$ cat config.mk
export PLATFORM = sky130hd
export DESIGN_NAME = byte_run_length_encoder_unit_flat
export DESIGN_NICKNAME = d
export VERILOG_FILES = /design/src/brle_pkg.sv /design/src/brle_if.sv /design/src/byte_run_length_encoder_unit.sv /design/src/brle_lit_mem.sv /design/src/brle_packer.sv /design/src/brle_ctrl.sv /design/src/flat_wrapper.sv
export SDC_FILE = /design/constraint.sdc
export NUM_CORES = 2
export LEC_CHECK = 0
export ABC_AREA = 1
export BUFFER_PORTS_ARGS = -buffer_cell sky130_fd_sc_hd__buf_2
export CELL_PAD_IN_SITES_DETAIL_PLACEMENT = 1
export CELL_PAD_IN_SITES_GLOBAL_PLACEMENT = 2
export CORE_UTILIZATION = 43
export CTS_CLUSTER_SIZE = 25
export DETAILED_ROUTE_END_ITERATION = 16
export GPL_TIMING_DRIVEN = 0
export PLACE_DENSITY = 0.82
export SYNTH_ARGS = -nofsm -noshare
export SYNTH_HDL_FRONTEND = slang
export SYNTH_HIERARCHICAL = 1
export SYNTH_SLANG_ARGS = --single-unit
$ cat constraint.sdc
create_clock -name clk -period 3.6 [get_ports clk]
set_clock_uncertainty 0.15 [all_clocks]
set_input_delay 0 -clock clk [delete_from_list [all_inputs] [get_ports clk]]
set_output_delay 0 -clock clk [all_outputs]
set_load 0.005 [all_outputs]
$ cat src/brle_pkg.sv
package brle_pkg;

  localparam int BYTE_W          = 8;
  localparam int CNT_W           = 29;
  localparam int OUT_CNT_W       = 3;
  localparam int HDR_W           = 3;
  localparam int LITERAL_MAX_DEF = 128;

  localparam logic [CNT_W-1:0] RUN_CAP  = 29'd520093695;
  localparam logic [CNT_W-1:0] RUN_LIM1 = 29'd32;
  localparam logic [CNT_W-1:0] RUN_LIM2 = 29'd8192;
  localparam logic [CNT_W-1:0] RUN_LIM3 = 29'd2097152;

  localparam logic [BYTE_W-1:0] RUN_TAG   = 8'h80;
  localparam logic [BYTE_W-1:0] RUN_MASK5 = 8'h1f;

  typedef struct packed {
    logic [BYTE_W-1:0] data;
    logic              last;
    logic              done;
  } beat_t;

  // Number of header bytes for a run with the given extra count.
  function automatic logic [HDR_W-1:0] run_hdr_len(input logic [CNT_W-1:0] cnt);
    logic [HDR_W-1:0] len;
    if (cnt < RUN_LIM1) begin
      len = 3'd1;
    end else if (cnt < RUN_LIM2) begin
      len = 3'd2;
    end else if (cnt < RUN_LIM3) begin
      len = 3'd3;
    end else begin
      len = 3'd4;
    end
    return len;
  endfunction

  // Header byte with rem bytes of the header still to go (rem counts this one).
  function automatic logic [BYTE_W-1:0] run_hdr_byte(input logic [CNT_W-1:0] cnt,
                                                     input logic [HDR_W-1:0] len,
                                                     input logic [HDR_W-1:0] rem);
    logic [BYTE_W-1:0] sel;
    logic [1:0]        sh;
    logic [BYTE_W-1:0] res;
    sh = 2'(rem - 3'd1);
    case (sh)
      2'd0:    sel = cnt[7:0];
      2'd1:    sel = cnt[15:8];
      2'd2:    sel = cnt[23:16];
      default: sel = {3'b000, cnt[28:24]};
    endcase
    if (rem == len) begin
      res = RUN_TAG | {1'b0, 2'(len - 3'd1), 5'b00000} | (sel & RUN_MASK5);
    end else begin
      res = sel;
    end
    return res;
  endfunction

endpackage

$ cat src/brle_if.sv
interface brle_in_if;
  logic                         valid;
  logic                         ready;
  logic [brle_pkg::BYTE_W-1:0]  data_byte;
  logic                         final_byte;

  modport source (output valid, data_byte, final_byte, input ready);
  modport sink   (input valid, data_byte, final_byte, output ready);
endinterface

interface brle_out_if;
  logic                            valid;
  logic                            ready;
  logic [brle_pkg::BYTE_W-1:0]     out_byte_a;
  logic [brle_pkg::BYTE_W-1:0]     out_byte_b;
  logic [brle_pkg::BYTE_W-1:0]     out_byte_c;
  logic [brle_pkg::BYTE_W-1:0]     out_byte_d;
  logic [brle_pkg::OUT_CNT_W-1:0]  byte_count;
  logic                            last_of_step;
  logic                            stream_done;

  modport source (output valid, out_byte_a, out_byte_b, out_byte_c, out_byte_d,
                  byte_count, last_of_step, stream_done, input ready);
  modport sink   (input valid, out_byte_a, out_byte_b, out_byte_c, out_byte_d,
                  byte_count, last_of_step, stream_done, output ready);
endinterface

$ cat src/byte_run_length_encoder_unit.sv
// Byte run-length encoder: literal headers as in PackBits, runs with their own one- to four-byte headers.
// in_ch takes one raw byte per item with final_byte marking the end of a stream.
// out_ch gives coded bytes packed up to four per item, with byte_count,
// last_of_step on the last item an input caused and stream_done on the last
// item of the stream. Both channels use valid/ready; an item moves when both
// are high.
// An input that codes nothing is taken with in_ch.ready staying high. An input
// that causes N coded bytes holds in_ch.ready low while the bytes go out one per
// cycle, set by the single byte-wide read port of the literal store; the packer
// pauses the bytes after every four while it moves a full item on, and out_ch
// stalls hold them too. The first result item is valid once min(N, 4) bytes
// have reached the packer and moved to its output register.
// Reset clears the segment state and all handshakes; the literal store is not
// cleared and needs no clearing pass.
// When out_ch stalls, one item waits in the output register and one in the
// packer; after that the byte sequencer halts at its next coded byte and in_ch.ready stays low.
module byte_run_length_encoder_unit #(
  parameter int LITERAL_MAX = brle_pkg::LITERAL_MAX_DEF
) (
  input  logic       clk,
  input  logic       rst_n,
  brle_in_if.sink    in_ch,
  brle_out_if.source out_ch
);

  localparam int AW    = $clog2(LITERAL_MAX);
  localparam int LEN_W = $clog2(LITERAL_MAX + 1);

  logic                        mem_we;
  logic [AW-1:0]               mem_waddr;
  logic [brle_pkg::BYTE_W-1:0] mem_wdata;
  logic [AW-1:0]               mem_raddr;
  logic [brle_pkg::BYTE_W-1:0] mem_rdata;
  logic                        beat_valid;
  logic                        beat_ready;
  brle_pkg::beat_t             beat;

  brle_ctrl #(
    .LITERAL_MAX (LITERAL_MAX),
    .AW          (AW),
    .LEN_W       (LEN_W)
  ) u_ctrl (
    .clk        (clk),
    .rst_n      (rst_n),
    .in_ch      (in_ch),
    .mem_we     (mem_we),
    .mem_waddr  (mem_waddr),
    .mem_wdata  (mem_wdata),
    .mem_raddr  (mem_raddr),
    .mem_rdata  (mem_rdata),
    .beat_valid (beat_valid),
    .beat       (beat),
    .beat_ready (beat_ready)
  );

  brle_lit_mem #(
    .DEPTH (LITERAL_MAX),
    .AW    (AW)
  ) u_lit_mem (
    .clk     (clk),
    .wr_en   (mem_we),
    .wr_addr (mem_waddr),
    .wr_data (mem_wdata),
    .rd_addr (mem_raddr),
    .rd_data (mem_rdata)
  );

  brle_packer u_packer (
    .clk        (clk),
    .rst_n      (rst_n),
    .beat_valid (beat_valid),
    .beat       (beat),
    .beat_ready (beat_ready),
    .out_ch     (out_ch)
  );

  // no new input while coded bytes of the previous one are still in flight
  a_no_accept_while_emitting: assert property (@(posedge clk) disable iff (!rst_n)
    beat_valid |-> !in_ch.ready)
    else $error("input taken while coded bytes pending");

  // a short item can only close a step
  a_partial_is_last: assert property (@(posedge clk) disable iff (!rst_n)
    (out_ch.valid && out_ch.byte_count != 3'd4) |-> out_ch.last_of_step)
    else $error("partial item in the middle of a step");

  a_done_is_last: assert property (@(posedge clk) disable iff (!rst_n)
    (out_ch.valid && out_ch.stream_done) |-> out_ch.last_of_step)
    else $error("stream_done without last_of_step");

  // a byte marked done must carry the last flag into the packer
  a_beat_done_last: assert property (@(posedge clk) disable iff (!rst_n)
    (beat_valid && beat.done) |-> beat.last)
    else $error("done byte not marked last");

endmodule

$ cat src/brle_lit_mem.sv
module brle_lit_mem #(
  parameter int DEPTH = brle_pkg::LITERAL_MAX_DEF,
  parameter int AW    = $clog2(brle_pkg::LITERAL_MAX_DEF)
) (
  input  logic                        clk,
  input  logic                        wr_en,
  input  logic [AW-1:0]               wr_addr,
  input  logic [brle_pkg::BYTE_W-1:0] wr_data,
  input  logic [AW-1:0]               rd_addr,
  output logic [brle_pkg::BYTE_W-1:0] rd_data
);

  logic [brle_pkg::BYTE_W-1:0] lit_store_r [DEPTH];
  logic [brle_pkg::BYTE_W-1:0] rd_data_r;

  always_ff @(posedge clk) begin
    if (wr_en) begin
      lit_store_r[wr_addr] <= wr_data;
    end
    rd_data_r <= lit_store_r[rd_addr];
  end

  assign rd_data = rd_data_r;

endmodule

$ cat src/brle_packer.sv
module brle_packer (
  input  logic              clk,
  input  logic              rst_n,
  input  logic              beat_valid,
  input  brle_pkg::beat_t   beat,
  output logic              beat_ready,
  brle_out_if.source        out_ch
);

  logic [brle_pkg::BYTE_W-1:0]    acc_r [4];
  logic [brle_pkg::BYTE_W-1:0]    acc_nxt [4];
  logic [brle_pkg::OUT_CNT_W-1:0] cnt_r, cnt_nxt;
  logic                           pend_r, pend_nxt;
  logic                           last_r, last_nxt;
  logic                           done_r, done_nxt;

  logic                           ov_r, ov_nxt;
  logic [brle_pkg::BYTE_W-1:0]    oa_r, oa_nxt, ob_r, ob_nxt, oc_r, oc_nxt, od_r, od_nxt;
  logic [brle_pkg::OUT_CNT_W-1:0] ocnt_r, ocnt_nxt;
  logic                           olast_r, olast_nxt;
  logic                           odone_r, odone_nxt;

  logic bfire;
  logic xfer;

  assign beat_ready = !pend_r;
  assign bfire      = beat_valid && beat_ready;
  assign xfer       = pend_r && (!ov_r || out_ch.ready);

  always_comb begin
    acc_nxt   = acc_r;
    cnt_nxt   = cnt_r;
    pend_nxt  = pend_r;
    last_nxt  = last_r;
    done_nxt  = done_r;
    ov_nxt    = ov_r;
    oa_nxt    = oa_r;
    ob_nxt    = ob_r;
    oc_nxt    = oc_r;
    od_nxt    = od_r;
    ocnt_nxt  = ocnt_r;
    olast_nxt = olast_r;
    odone_nxt = odone_r;

    if (out_ch.ready) begin
      ov_nxt = 1'b0;
    end

    if (bfire) begin
      acc_nxt[cnt_r[1:0]] = beat.data;
      cnt_nxt             = cnt_r + 3'd1;
      last_nxt            = beat.last;
      done_nxt            = beat.done;
      if (cnt_r == 3'd3 || beat.last) begin
        pend_nxt = 1'b1;
      end
    end

    // move a finished item to the output register, zero the unused bytes
    if (xfer) begin
      ov_nxt    = 1'b1;
      oa_nxt    = acc_r[0];
      ob_nxt    = (cnt_r >= 3'd2) ? acc_r[1] : '0;
      oc_nxt    = (cnt_r >= 3'd3) ? acc_r[2] : '0;
      od_nxt    = (cnt_r == 3'd4) ? acc_r[3] : '0;
      ocnt_nxt  = cnt_r;
      olast_nxt = last_r;
      odone_nxt = done_r;
      cnt_nxt   = '0;
      pend_nxt  = 1'b0;
    end
  end

  always_ff @(posedge clk) begin
    if (!rst_n) begin
      cnt_r  <= '0;
      pend_r <= 1'b0;
      ov_r   <= 1'b0;
    end else begin
      cnt_r  <= cnt_nxt;
      pend_r <= pend_nxt;
      ov_r   <= ov_nxt;
    end
    acc_r   <= acc_nxt;
    last_r  <= last_nxt;
    done_r  <= done_nxt;
    oa_r    <= oa_nxt;
    ob_r    <= ob_nxt;
    oc_r    <= oc_nxt;
    od_r    <= od_nxt;
    ocnt_r  <= ocnt_nxt;
    olast_r <= olast_nxt;
    odone_r <= odone_nxt;
  end

  assign out_ch.valid        = ov_r;
  assign out_ch.out_byte_a   = oa_r;
  assign out_ch.out_byte_b   = ob_r;
  assign out_ch.out_byte_c   = oc_r;
  assign out_ch.out_byte_d   = od_r;
  assign out_ch.byte_count   = ocnt_r;
  assign out_ch.last_of_step = olast_r;
  assign out_ch.stream_done  = odone_r;

endmodule

$ cat src/brle_ctrl.sv
module brle_ctrl #(
  parameter int LITERAL_MAX = brle_pkg::LITERAL_MAX_DEF,
  parameter int AW          = $clog2(brle_pkg::LITERAL_MAX_DEF),
  parameter int LEN_W       = $clog2(brle_pkg::LITERAL_MAX_DEF + 1)
) (
  input  logic                        clk,
  input  logic                        rst_n,
  brle_in_if.sink                     in_ch,
  output logic                        mem_we,
  output logic [AW-1:0]               mem_waddr,
  output logic [brle_pkg::BYTE_W-1:0] mem_wdata,
  output logic [AW-1:0]               mem_raddr,
  input  logic [brle_pkg::BYTE_W-1:0] mem_rdata,
  output logic                        beat_valid,
  output brle_pkg::beat_t             beat,
  input  logic                        beat_ready
);

  typedef enum logic [1:0] {MODE_EMPTY, MODE_LIT, MODE_RUN} mode_t;
  typedef enum logic [2:0] {S_IDLE, S_LIT_HDR, S_LIT_BODY, S_RUN_HDR, S_RUN_VAL} emit_state_t;

  localparam logic [LEN_W-1:0] LEN_MAX = LEN_W'(LITERAL_MAX);

  // coder state
  mode_t                              mode_r, mode_nxt;
  logic [LEN_W-1:0]                   lit_len_r, lit_len_nxt;
  logic [brle_pkg::BYTE_W-1:0]        lit_last_r, lit_last_nxt;
  logic [brle_pkg::BYTE_W-1:0]        run_val_r, run_val_nxt;
  logic [brle_pkg::CNT_W-1:0]         run_cnt_r, run_cnt_nxt;

  // emitter state
  emit_state_t                        st_r, st_nxt;
  logic [LEN_W-1:0]                   lit_n_r, lit_n_nxt;
  logic [AW-1:0]                      idx_r, idx_nxt;
  logic                               slot_v_r, slot_v_nxt;
  logic [brle_pkg::BYTE_W-1:0]        slot_val_r, slot_val_nxt;
  logic [brle_pkg::CNT_W-1:0]         slot_cnt_r, slot_cnt_nxt;
  logic                               run2_v_r, run2_v_nxt;
  logic [brle_pkg::BYTE_W-1:0]        run2_val_r, run2_val_nxt;
  logic [brle_pkg::HDR_W-1:0]         hdr_len_r, hdr_len_nxt;
  logic [brle_pkg::HDR_W-1:0]         hdr_rem_r, hdr_rem_nxt;
  logic                               fin_r, fin_nxt;

  // segments decided by the current item
  logic [LEN_W-1:0]                   p_lit_n;
  logic                               p_slot_v;
  logic [brle_pkg::BYTE_W-1:0]        p_slot_val;
  logic [brle_pkg::CNT_W-1:0]         p_slot_cnt;
  logic                               p_run2_v;
  logic [brle_pkg::BYTE_W-1:0]        p_run2_val;

  logic                               acc_in;
  logic                               bfire;
  logic                               lit_end;
  logic [brle_pkg::BYTE_W-1:0]        b;

  assign in_ch.ready = (st_r == S_IDLE);
  assign acc_in      = in_ch.valid && in_ch.ready;
  assign b           = in_ch.data_byte;
  assign beat_valid  = (st_r != S_IDLE);
  assign bfire       = beat_valid && beat_ready;
  assign lit_end     = (LEN_W'(idx_r) == lit_n_r - 1'b1);
  assign mem_wdata   = b;

  // hold the read address on a stall so the registered data stays put
  assign mem_raddr = (st_r == S_LIT_BODY && bfire) ? idx_r + 1'b1 : idx_r;

  always_comb begin
    beat.data = '0;
    beat.last = 1'b0;
    unique case (st_r)
      S_LIT_HDR:  beat.data = 8'(lit_n_r - 1'b1);
      S_LIT_BODY: begin
        beat.data = mem_rdata;
        beat.last = lit_end && !slot_v_r;
      end
      S_RUN_HDR:  beat.data = brle_pkg::run_hdr_byte(slot_cnt_r, hdr_len_r, hdr_rem_r);
      S_RUN_VAL: begin
        beat.data = slot_val_r;
        beat.last = !run2_v_r;
      end
      default:    beat.data = '0;
    endcase
    beat.done = beat.last && fin_r;
  end

  always_comb begin
    mode_nxt     = mode_r;
    lit_len_nxt  = lit_len_r;
    lit_last_nxt = lit_last_r;
    run_val_nxt  = run_val_r;
    run_cnt_nxt  = run_cnt_r;
    st_nxt       = st_r;
    lit_n_nxt    = lit_n_r;
    idx_nxt      = idx_r;
    slot_v_nxt   = slot_v_r;
    slot_val_nxt = slot_val_r;
    slot_cnt_nxt = slot_cnt_r;
    run2_v_nxt   = run2_v_r;
    run2_val_nxt = run2_val_r;
    hdr_len_nxt  = hdr_len_r;
    hdr_rem_nxt  = hdr_rem_r;
    fin_nxt      = fin_r;
    mem_we       = 1'b0;
    mem_waddr    = '0;
    p_lit_n      = '0;
    p_slot_v     = 1'b0;
    p_slot_val   = run_val_r;
    p_slot_cnt   = run_cnt_r;
    p_run2_v     = 1'b0;
    p_run2_val   = b;

    if (acc_in) begin
      unique case (mode_r)
        MODE_LIT: begin
          if (b == lit_last_r) begin
            // an equal pair closes the literal before it and opens a run
            if (lit_len_r >= LEN_W'(2)) begin
              p_lit_n = lit_len_r - 1'b1;
            end
            mode_nxt    = MODE_RUN;
            lit_len_nxt = '0;
            run_val_nxt = b;
            run_cnt_nxt = brle_pkg::CNT_W'(1);
          end else begin
            mem_we       = 1'b1;
            mem_waddr    = lit_len_r[AW-1:0];
            lit_len_nxt  = lit_len_r + 1'b1;
            lit_last_nxt = b;
            if (lit_len_r + 1'b1 == LEN_MAX) begin
              p_lit_n     = LEN_MAX;
              mode_nxt    = MODE_EMPTY;
              lit_len_nxt = '0;
            end
          end
        end
        MODE_RUN: begin
          if (b == run_val_r && run_cnt_r < brle_pkg::RUN_CAP) begin
            run_cnt_nxt = run_cnt_r + 1'b1;
          end else begin
            p_slot_v     = 1'b1;
            run_cnt_nxt  = '0;
            mem_we       = 1'b1;
            mem_waddr    = '0;
            lit_len_nxt  = LEN_W'(1);
            lit_last_nxt = b;
            mode_nxt     = MODE_LIT;
          end
        end
        default: begin
          mem_we       = 1'b1;
          mem_waddr    = '0;
          lit_len_nxt  = LEN_W'(1);
          lit_last_nxt = b;
          mode_nxt     = MODE_LIT;
        end
      endcase

      // flush whatever is pending at the end of the stream
      if (in_ch.final_byte) begin
        if (mode_nxt == MODE_LIT) begin
          if (lit_len_nxt == LEN_W'(1)) begin
            // lone byte goes out as a run with no extra copies
            if (p_slot_v) begin
              p_run2_v   = 1'b1;
              p_run2_val = lit_last_nxt;
            end else begin
              p_slot_v   = 1'b1;
              p_slot_val = lit_last_nxt;
              p_slot_cnt = '0;
            end
          end else begin
            p_lit_n = lit_len_nxt;
          end
        end else if (mode_nxt == MODE_RUN) begin
          p_slot_v   = 1'b1;
          p_slot_val = run_val_nxt;
          p_slot_cnt = run_cnt_nxt;
        end
        mode_nxt    = MODE_EMPTY;
        lit_len_nxt = '0;
        run_cnt_nxt = '0;
      end

      lit_n_nxt    = p_lit_n;
      idx_nxt      = '0;
      slot_v_nxt   = p_slot_v;
      slot_val_nxt = p_slot_val;
      slot_cnt_nxt = p_slot_cnt;
      run2_v_nxt   = p_run2_v;
      run2_val_nxt = p_run2_val;
      hdr_len_nxt  = brle_pkg::run_hdr_len(p_slot_cnt);
      hdr_rem_nxt  = brle_pkg::run_hdr_len(p_slot_cnt);
      fin_nxt      = in_ch.final_byte;
      if (p_lit_n != '0) begin
        st_nxt = S_LIT_HDR;
      end else if (p_slot_v) begin
        st_nxt = S_RUN_HDR;
      end else begin
        st_nxt = S_IDLE;
      end
    end

    if (bfire) begin
      unique case (st_r)
        S_LIT_HDR: st_nxt = S_LIT_BODY;
        S_LIT_BODY: begin
          if (lit_end) begin
            st_nxt = slot_v_r ? S_RUN_HDR : S_IDLE;
          end else begin
            idx_nxt = idx_r + 1'b1;
          end
        end
        S_RUN_HDR: begin
          if (hdr_rem_r == 3'd1) begin
            st_nxt = S_RUN_VAL;
          end else begin
            hdr_rem_nxt = hdr_rem_r - 3'd1;
          end
        end
        S_RUN_VAL: begin
          if (run2_v_r) begin
            // advance to the trailing lone byte
            slot_val_nxt = run2_val_r;
            slot_cnt_nxt = '0;
            run2_v_nxt   = 1'b0;
            hdr_len_nxt  = 3'd1;
            hdr_rem_nxt  = 3'd1;
            st_nxt       = S_RUN_HDR;
          end else begin
            slot_v_nxt = 1'b0;
            st_nxt     = S_IDLE;
          end
        end
        default: st_nxt = S_IDLE;
      endcase
    end
  end

  always_ff @(posedge clk) begin
    if (!rst_n) begin
      mode_r    <= MODE_EMPTY;
      lit_len_r <= '0;
      run_val_r <= '0;
      run_cnt_r <= '0;
      st_r      <= S_IDLE;
      slot_v_r  <= 1'b0;
      run2_v_r  <= 1'b0;
    end else begin
      mode_r    <= mode_nxt;
      lit_len_r <= lit_len_nxt;
      run_val_r <= run_val_nxt;
      run_cnt_r <= run_cnt_nxt;
      st_r      <= st_nxt;
      slot_v_r  <= slot_v_nxt;
      run2_v_r  <= run2_v_nxt;
    end
    lit_last_r <= lit_last_nxt;
    lit_n_r    <= lit_n_nxt;
    idx_r      <= idx_nxt;
    slot_val_r <= slot_val_nxt;
    slot_cnt_r <= slot_cnt_nxt;
    run2_val_r <= run2_val_nxt;
    hdr_len_r  <= hdr_len_nxt;
    hdr_rem_r  <= hdr_rem_nxt;
    fin_r      <= fin_nxt;
  end

endmodule
$ cat src/flat_wrapper.sv
// flat-port wrapper written by rule: the top's interface ports become plain ports
module byte_run_length_encoder_unit_flat 
#(
  parameter int LITERAL_MAX = brle_pkg::LITERAL_MAX_DEF
)
  (clk, rst_n, in_ch_valid, in_ch_data_byte, in_ch_final_byte, in_ch_ready, out_ch_valid, out_ch_out_byte_a, out_ch_out_byte_b, out_ch_out_byte_c, out_ch_out_byte_d, out_ch_byte_count, out_ch_last_of_step, out_ch_stream_done, out_ch_ready);
  brle_in_if in_ch_i ();
  brle_out_if out_ch_i ();
  input  logic clk;
  input  logic rst_n;
  input wire logic [$bits(in_ch_i.valid)-1:0] in_ch_valid;
  input wire logic [$bits(in_ch_i.data_byte)-1:0] in_ch_data_byte;
  input wire logic [$bits(in_ch_i.final_byte)-1:0] in_ch_final_byte;
  output wire logic [$bits(in_ch_i.ready)-1:0] in_ch_ready;
  output wire logic [$bits(out_ch_i.valid)-1:0] out_ch_valid;
  output wire logic [$bits(out_ch_i.out_byte_a)-1:0] out_ch_out_byte_a;
  output wire logic [$bits(out_ch_i.out_byte_b)-1:0] out_ch_out_byte_b;
  output wire logic [$bits(out_ch_i.out_byte_c)-1:0] out_ch_out_byte_c;
  output wire logic [$bits(out_ch_i.out_byte_d)-1:0] out_ch_out_byte_d;
  output wire logic [$bits(out_ch_i.byte_count)-1:0] out_ch_byte_count;
  output wire logic [$bits(out_ch_i.last_of_step)-1:0] out_ch_last_of_step;
  output wire logic [$bits(out_ch_i.stream_done)-1:0] out_ch_stream_done;
  input wire logic [$bits(out_ch_i.ready)-1:0] out_ch_ready;
  assign in_ch_i.valid = in_ch_valid;
  assign in_ch_i.data_byte = in_ch_data_byte;
  assign in_ch_i.final_byte = in_ch_final_byte;
  assign in_ch_ready = in_ch_i.ready;
  assign out_ch_valid = out_ch_i.valid;
  assign out_ch_out_byte_a = out_ch_i.out_byte_a;
  assign out_ch_out_byte_b = out_ch_i.out_byte_b;
  assign out_ch_out_byte_c = out_ch_i.out_byte_c;
  assign out_ch_out_byte_d = out_ch_i.out_byte_d;
  assign out_ch_byte_count = out_ch_i.byte_count;
  assign out_ch_last_of_step = out_ch_i.last_of_step;
  assign out_ch_stream_done = out_ch_i.stream_done;
  assign out_ch_i.ready = out_ch_ready;
  byte_run_length_encoder_unit #(.LITERAL_MAX(LITERAL_MAX)) u_core (.clk(clk), .rst_n(rst_n), .in_ch(in_ch_i), .out_ch(out_ch_i));
endmodule
* After elaboration in Yosys (flattened, before gate mapping)
Memories as Yosys holds them, arrays and structs flattened. A register that Yosys moved wholly into a read port is not among the register bits.
Index checks and enable logic that the tools add are counted.
W data, S select, Z words.
** Word-level totals
- Input port bits :: 13
- Memory bits (writable) :: 1024
- ROM bits :: 0
- Memories :: 1
- Latch bits :: 0
- Output and inout bits :: 39
- Word-level logic and storage cells :: 209
- Register bits after elaboration :: 203
** Memory list
- u_core.u_lit_mem.lit_store_r :: depth 128, bits a word 8, rd ports 1, clocked after memory_dff 1, write ports 1, RTL line brle_lit_mem.sv:13 : logic [brle_pkg::BYTE_W-1:0] lit_store_r [DEPTH];
** Cells by class
- $add $sub $neg :: 8
- Multiply operators :: 0
- Div/mod/pow operators :: 0
- Muxes and demuxes :: 116
- Bitwise logic cells :: 3
- Reduce and logical (&&, ||, !) cells :: 21
- Magnitude comparators :: 9
- Shifts and indexed selects :: 0
- Eq/ne operators :: 19
** Operators with widths (number)
- $mux W29 :: 13
- $mux W8 :: 33
- $pmux W29 S2 :: 1
- $mux W7 :: 8
- $mux W3 :: 15
- $bwmux W32 :: 1
- $pmux W8 S2 :: 2
- $pmux W8 S4 :: 1
- $add A29 B1 Y29 const B :: 1
- $lt A29 B14 Y1 const B :: 1
- $lt A29 B22 Y1 const B :: 1
- $lt A29 B29 Y1 const B :: 1
- $lt A29 B6 Y1 const B :: 1
- $mux W1 :: 26
- $pmux W8 S3 :: 1
- $mux W2 :: 9
- $demux W8 S2 :: 1
- $eq A8 B8 Y1 :: 2
- $sub A8 B1 Y8 const B :: 2
- $pmux W3 S4 :: 1
- $eq A3 B2 Y1 const B :: 3
- $add A8 B1 Y8 const B :: 1
- $eq A7 B8 Y1 :: 1
- $eq A8 B1 Y1 const B :: 1
- 30 further kinds :: 49

* Logic depth before layout (Yosys ltp)
- Depth in word-level cells :: 19
- Gate-level depth with buffers :: 28
- Gate-level depth less buffers :: 28

* Modules after synthesis
The synthesis kept the hierarchy.
** By module, submodules not included
- brle_lit_mem :: area an instance 42104.1 um2, instances 1, seq. area each 30909.6 um2, cells an instance 3575
- brle_ctrl :: area an instance 9046.2 um2, instances 1, seq. area each 2792.7 um2, cells an instance 1393
- brle_packer :: area an instance 2672.6 um2, instances 1, seq. area each 2232.1 um2, cells an instance 174

* Least setup slack after synthesis
No wires, ideal clock.
- Kind :: register to register
- Start point :: register u_core.u_ctrl.st_r[0]
- End point :: memory u_core/u_lit_mem/lit_store_r[111][0] in the netlist's numbering (enable)
- Stages on the path, launching flop included :: 13
- Slack :: 0.418 ns
- Buffers on the path :: 3
- Data required time :: 3.080 ns
- Clock period less this slack :: 3.182 ns
- Library setup time :: 0.370 ns
- Data arrival time :: 2.662 ns
- Cells stage by stage :: dfxtp_1 nor2_1 nand2_1 inv_1 nand2_1 clkbuf_1 clkbuf_1 nor3_1 inv_1 nor3_1 nand2_1 clkbuf_1 nor2_1
** On the way
- Elaborated cells on any way between the ends :: 6
- Those cells by class :: 4 x mux; 2 x reduce/logical
** RTL lines
- start: declaration :: RTL line brle_ctrl.sv:32 : emit_state_t st_r, st_nxt;
- start signal: assignment :: RTL line brle_ctrl.sv:254 : st_r <= st_nxt;
- $logic_not A3 Y1 :: RTL line brle_ctrl.sv:57 : assign in_ch.ready = (st_r == S_IDLE);
- via in_ch_ready :: RTL line flat_wrapper.sv:14 : output wire logic [$bits(in_ch_i.ready)-1:0] in_ch_ready;
- $logic_and A1 B1 Y1 :: RTL line brle_ctrl.sv:58 : assign acc_in = in_ch.valid && in_ch.ready;
- $mux W7 :: RTL line brle_ctrl.sv:113 : if (acc_in) begin
- via u_core.mem_waddr[1] :: RTL line byte_run_length_encoder_unit.sv:30 : logic [AW-1:0] mem_waddr;
- end: declaration :: RTL line brle_lit_mem.sv:13
The timed path passes the listed nets, and every way through them passes these cells.

* Worst setup path after layout
- Start point :: register u_core.u_ctrl.st_r[0]
- End point :: memory u_core/u_lit_mem/lit_store_r[120][6] in the netlist's numbering (enable)
** On the way
- Elaborated cells on any way between the ends :: 6
- Those cells by class :: 4 x mux; 2 x reduce/logical
** RTL lines (RTL line)
- $logic_not A3 Y1 :: brle_ctrl.sv:57
- $logic_and A1 B1 Y1 :: brle_ctrl.sv:58
- $mux W7 :: brle_ctrl.sv:113
- via u_core.mem_waddr[6] :: byte_run_length_encoder_unit.sv:30
The timed path passes the listed nets, and every way through them passes these cells.

==> results by group <==
Power and ir drop
  • Sequential share of power: 37.5%
  • Comb power frac: 30.9%
  • Int Pwr: 28,600 uW
  • Clock power frac: 31.5%
  • Psw: 16,300 uW
  • Pwr Density: 694 nW/um^2
  • Switching Share: 36.3%
  • Tot Pwr: 44,900 uW
  • Worst ir drop on vdd: 0.542 mV
  • Leakage power total: 0.0238 uW

Clock network
  • CTS tree: built
  • CTS sink cnt: 1,235
  • H-tree depth: 4
  • CTS Buf Count: 137
  • Root Driver: clkbuf_16
  • Clk pin slew, worst setup/hold paths: 0.06 ns
  • Bufs on Longest Clock Path: 3
  • Clk_lat worst skew: 0.77 ns

STA
  • Final worst path period need: 3.63 ns
  • Final Max Slew Viols: 0
  • Max Clock Freq: 276 MHz
  • Worst Tran Pin Value: 1.09 ns
  • Max-slew headroom: 27.1%
  • Final Hold Viols: 0
  • Unrepaired setup endpoints after global routing: yes
  • Final setup fails: 25
  • Tcrit/Tclk final: 101%
  • Final worst slack: -0.0286 ns

Drt
  • First-pass iteration count of the detailed router: 12
  • Final WL: 204,000 microns
  • Post-DR vias/cell: 5.83
  • ANT nets after route: 0
  • Initial DRC count: 4,740
  • Met2 WL: 94,400 microns
  • Wire length per cell: 28.2 microns
  • # DRC: 8
  • Met1 WL: 84,400 microns
  • Met3 WL: 15,900 microns
  • Via Count: 42,175
  • Top sig layer: met5

Logic synthesis
  • Cells after Synth: 5,142
  • Post-synth EDFFs: 1,120
  • Avg Inst Size Synth: 10.5 sq um
  • Synthesized area: 53,800 sq um
  • Area leader, netlist: edfxtp_1
  • Post-synth top area share: 62.5%
  • Synth cell count leaders: 1,605 x nand2_1, 1,120 x edfxtp_1, 1,001 x nand3_1
  • Post-Syn Nets: 5,172
  • Sequential share of the synthesized area: 66.8%
  • Number of synthesized register bits: 1,235
  • Yosys warns: 6
  • Top post-synthesis cells by area: edfxtp_1 62%, nand2_1 11%, nand3_1 9.3%
  • Top_reg_cell synth: edfxtp_1
  • Top-count cell post-synth: nand2_1
  • Count of cell types in the netlist: 58
  • Async SR Flop Fraction: 0%

Final layout
  • Share of cells above drive strength 1: 17.7%
  • Post-layout util: 52.2%
  • Area grow syn2layout: 20.2%
  • Number of fill cells: 13,245
  • Nets: 5,526

Global route
  • Initial antenna violation count: 3
  • Congestion Overflow GR: 0
  • Gr usage total: 31.8%
  • First-pass GRT wire length: 289,000 microns
  • Vias in the first global route: 41,628
  • Largest net degree at the start of global routing: 129

Floorplan
  • Cell Rows: 129
  • Starting Density: 43.4%
  • Top-Level Pins: 52
  • Chip height: 356 microns
  • Die W: 356 microns
  • Area of the core: 124,000 sq um
  • Die area: 127,000 sq um

Worst setup path
  • Crit path DAT: 3.90 ns
  • WP data required: 3.87 ns
  • Largest stage delay on the critical path: 0.49 ns
  • Crit path kind: reg -> reg
  • CP max-delay cell: nor3_2
  • Crit end category: register
  • Worst-path cell chain: nor2_1 -> nand2_2 -> inv_1 -> nand2_2 -> clkbuf_8 -> nor3_2 -> nand2_1 -> inv_1 -> nand2_2 -> nor2_4
  • Crit path top cell by count: nand2_2
  • Startpoint Class: register
  • Maximum fanout along the worst path: 19

Place
  • Port Buffers: 51
  • Global placer's final weighted congestion: 0.972
  • DP HPWL: 141,000 microns

Run status
  • Violated checks: design-rule violations, negative setup slack
  • Status: finished, violations left

Flow run
  • Max cap viols: 0

Min path
  • Worst hold path class: in -> reg
stage by stage:
step	instances	cell area [sq um]	setup WS [ns]	TNS [ns]	hold WS, ns
2_1_floorplan	5142	53800	0.418	0	-0.0511
3_3_place_gp	6830	56100	-2.75	-2026.47	0.0570
3_5_place_dp	6841	56400	-2.71	-1966.26	0.0636
4_1_cts	7172	63200	-0.266	-22.39	0.0599
5_1_grt	7237	64700	-0.124	-8.32	0.115
6_report	7238	64700	-0.0286	-0.268	0.122
final timing paths:
check | slack [ns] | cells past startpoint | startpoint | end
worst max-delay path | -0.03 | 10 | u_core/u_ctrl/st_r[0] | u_core/u_lit_mem/lit_store_r[120][6]
worst min-delay path | 0.12 | 3 | in_ch_data_byte[7] | u_core/u_ctrl/run2_val_r[7]
worst max register to register | -0.03 | 10 | u_core/u_ctrl/st_r[0] | u_core/u_lit_mem/lit_store_r[120][6]
worst min register to register | 0.28 | 0 | u_core/u_packer/acc_r[28] | u_core/u_packer/out_ch.out_byte_a[4]
sequential cells by signal, summed over array words and instances, names as in the netlist, 2 cells and up:
name and cells:
u_core/u_ctrl/run_val_r 8, u_core/u_ctrl/hdr_rem_r 3, u_core/u_packer/out_ch.out_byte_b 8, u_core/u_packer/out_ch.out_byte_a 8, u_core/u_packer/out_ch.out_byte_d 8, u_core/u_lit_mem/rd_data 8, u_core/u_ctrl/slot_val_r 8, u_core/u_lit_mem/lit_store_r 1024
u_core/u_ctrl/lit_len_r 8, u_core/u_ctrl/slot_cnt_r 29, u_core/u_ctrl/lit_n_r 8, u_core/u_ctrl/run_cnt_r 29, u_core/u_packer/acc_r 32, u_core/u_ctrl/mode_r 2, u_core/u_packer/out_ch.out_byte_c 8, u_core/u_ctrl/hdr_len_r 3
u_core/u_ctrl/run2_val_r 8, u_core/u_packer/out_ch.byte_count 3, u_core/u_ctrl/st_r 3, u_core/u_ctrl/lit_last_r 8, u_core/u_packer/cnt_r 3, u_core/u_ctrl/idx_r 7
cell type report:
type | instances | area (sq um) | area share (%)
sequential | 1235 | 36000 | 55.6
multi-input combinational | 3359 | 16900 | 26.2
clock buffer | 172 | 3710 | 5.73
timing repair buffer | 214 | 2210 | 3.42
buffer | 306 | 2130 | 3.29
tap | 1637 | 2050 | 3.16
inverter | 243 | 957 | 1.48
clock inverter | 71 | 742 | 1.15
antenna | 1 | 2.50 | 0.00387
cells by family (layout without fill, tap and decap cells):
group	count (synthesis)	count (layout)	share of synthesized area (%)
and+or+nand+nor	2974	2976	23.8
DFF	1235	1235	66.8
buffers and inverters	550	1006	4.86
AOI/OAI and AO/OA	337	337	3.70
xor gates and xnor gates	28	28	0.456
adders and majority gates	17	17	0.395
muxes	1	1	0.0186
other	0	1	0
power groups by stage:
| stage | Combinational, uW | Sequential (uW) | Clock (uW) |
|---|---|---|---|
| 4_1_cts | 13200 | 16900 | 14300 |
| 3_3_place_gp | 12500 | 17100 | 0 |
| 3_5_place_dp | 12900 | 17100 | 0 |
| 6_report | 13900 | 16900 | 14200 |
| 5_1_grt | 14700 | 16900 | 14800 |
| 2_1_floorplan | 7580 | 17000 | 0 |
worst max-delay path: cells and delay by family (launching register included):
kind	cells	cell delay [ns]
buffers and inverters	3	0.77
flip-flops	1	0.36
AND/OR/NAND/NOR	7	1.98
per-layer routing:
layer	up-vias	GRT usage, %
li1	18554	-
met1	21462	43.2
met2	1748	50.2
met3	409	5.33
met4	2	13.8
met5	-	0
timing repair:
| action | CTS | global route |
|---|---|---|
| gates cloned | 0 | 2 |
| resized for setup | 384 | 270 |
| pin swaps | 42 | 53 |
| hold buffers | 24 | 0 |
| buffers inserted | 65 | 62 |
| setup endpoints to repair | 1060 | 1061 |
| endpoints found under the hold margin | 421 | 0 |
placed cells by master (no fill, tap or decap), drive strengths merged, types with 5 or more instances in the layout:
| cell | n |
|---|---|
| bufinv | 14 |
| inv | 241 |
| nor2 | 281 |
| ha | 17 |
| dlygate4sd3 | 24 |
| o211ai | 20 |
| nor3 | 33 |
| xor2 | 22 |
| o32ai | 10 |
| edfxtp | 1120 |
| a31oi | 12 |
| clkinv | 52 |
| buf | 399 |
| a22oi | 6 |
| a21oi | 114 |
| o22ai | 14 |
| dfxtp | 115 |
| nand2 | 1627 |
| clkinvlp | 7 |
| xnor2 | 6 |
| o221ai | 18 |
| o21ai | 112 |
| nand4 | 19 |
| o2111ai | 5 |
| o31ai | 6 |
| nand3 | 1004 |
| clkbuf | 269 |
| or2 | 6 |
Note: power is estimated with default switching activity, not from simulation.
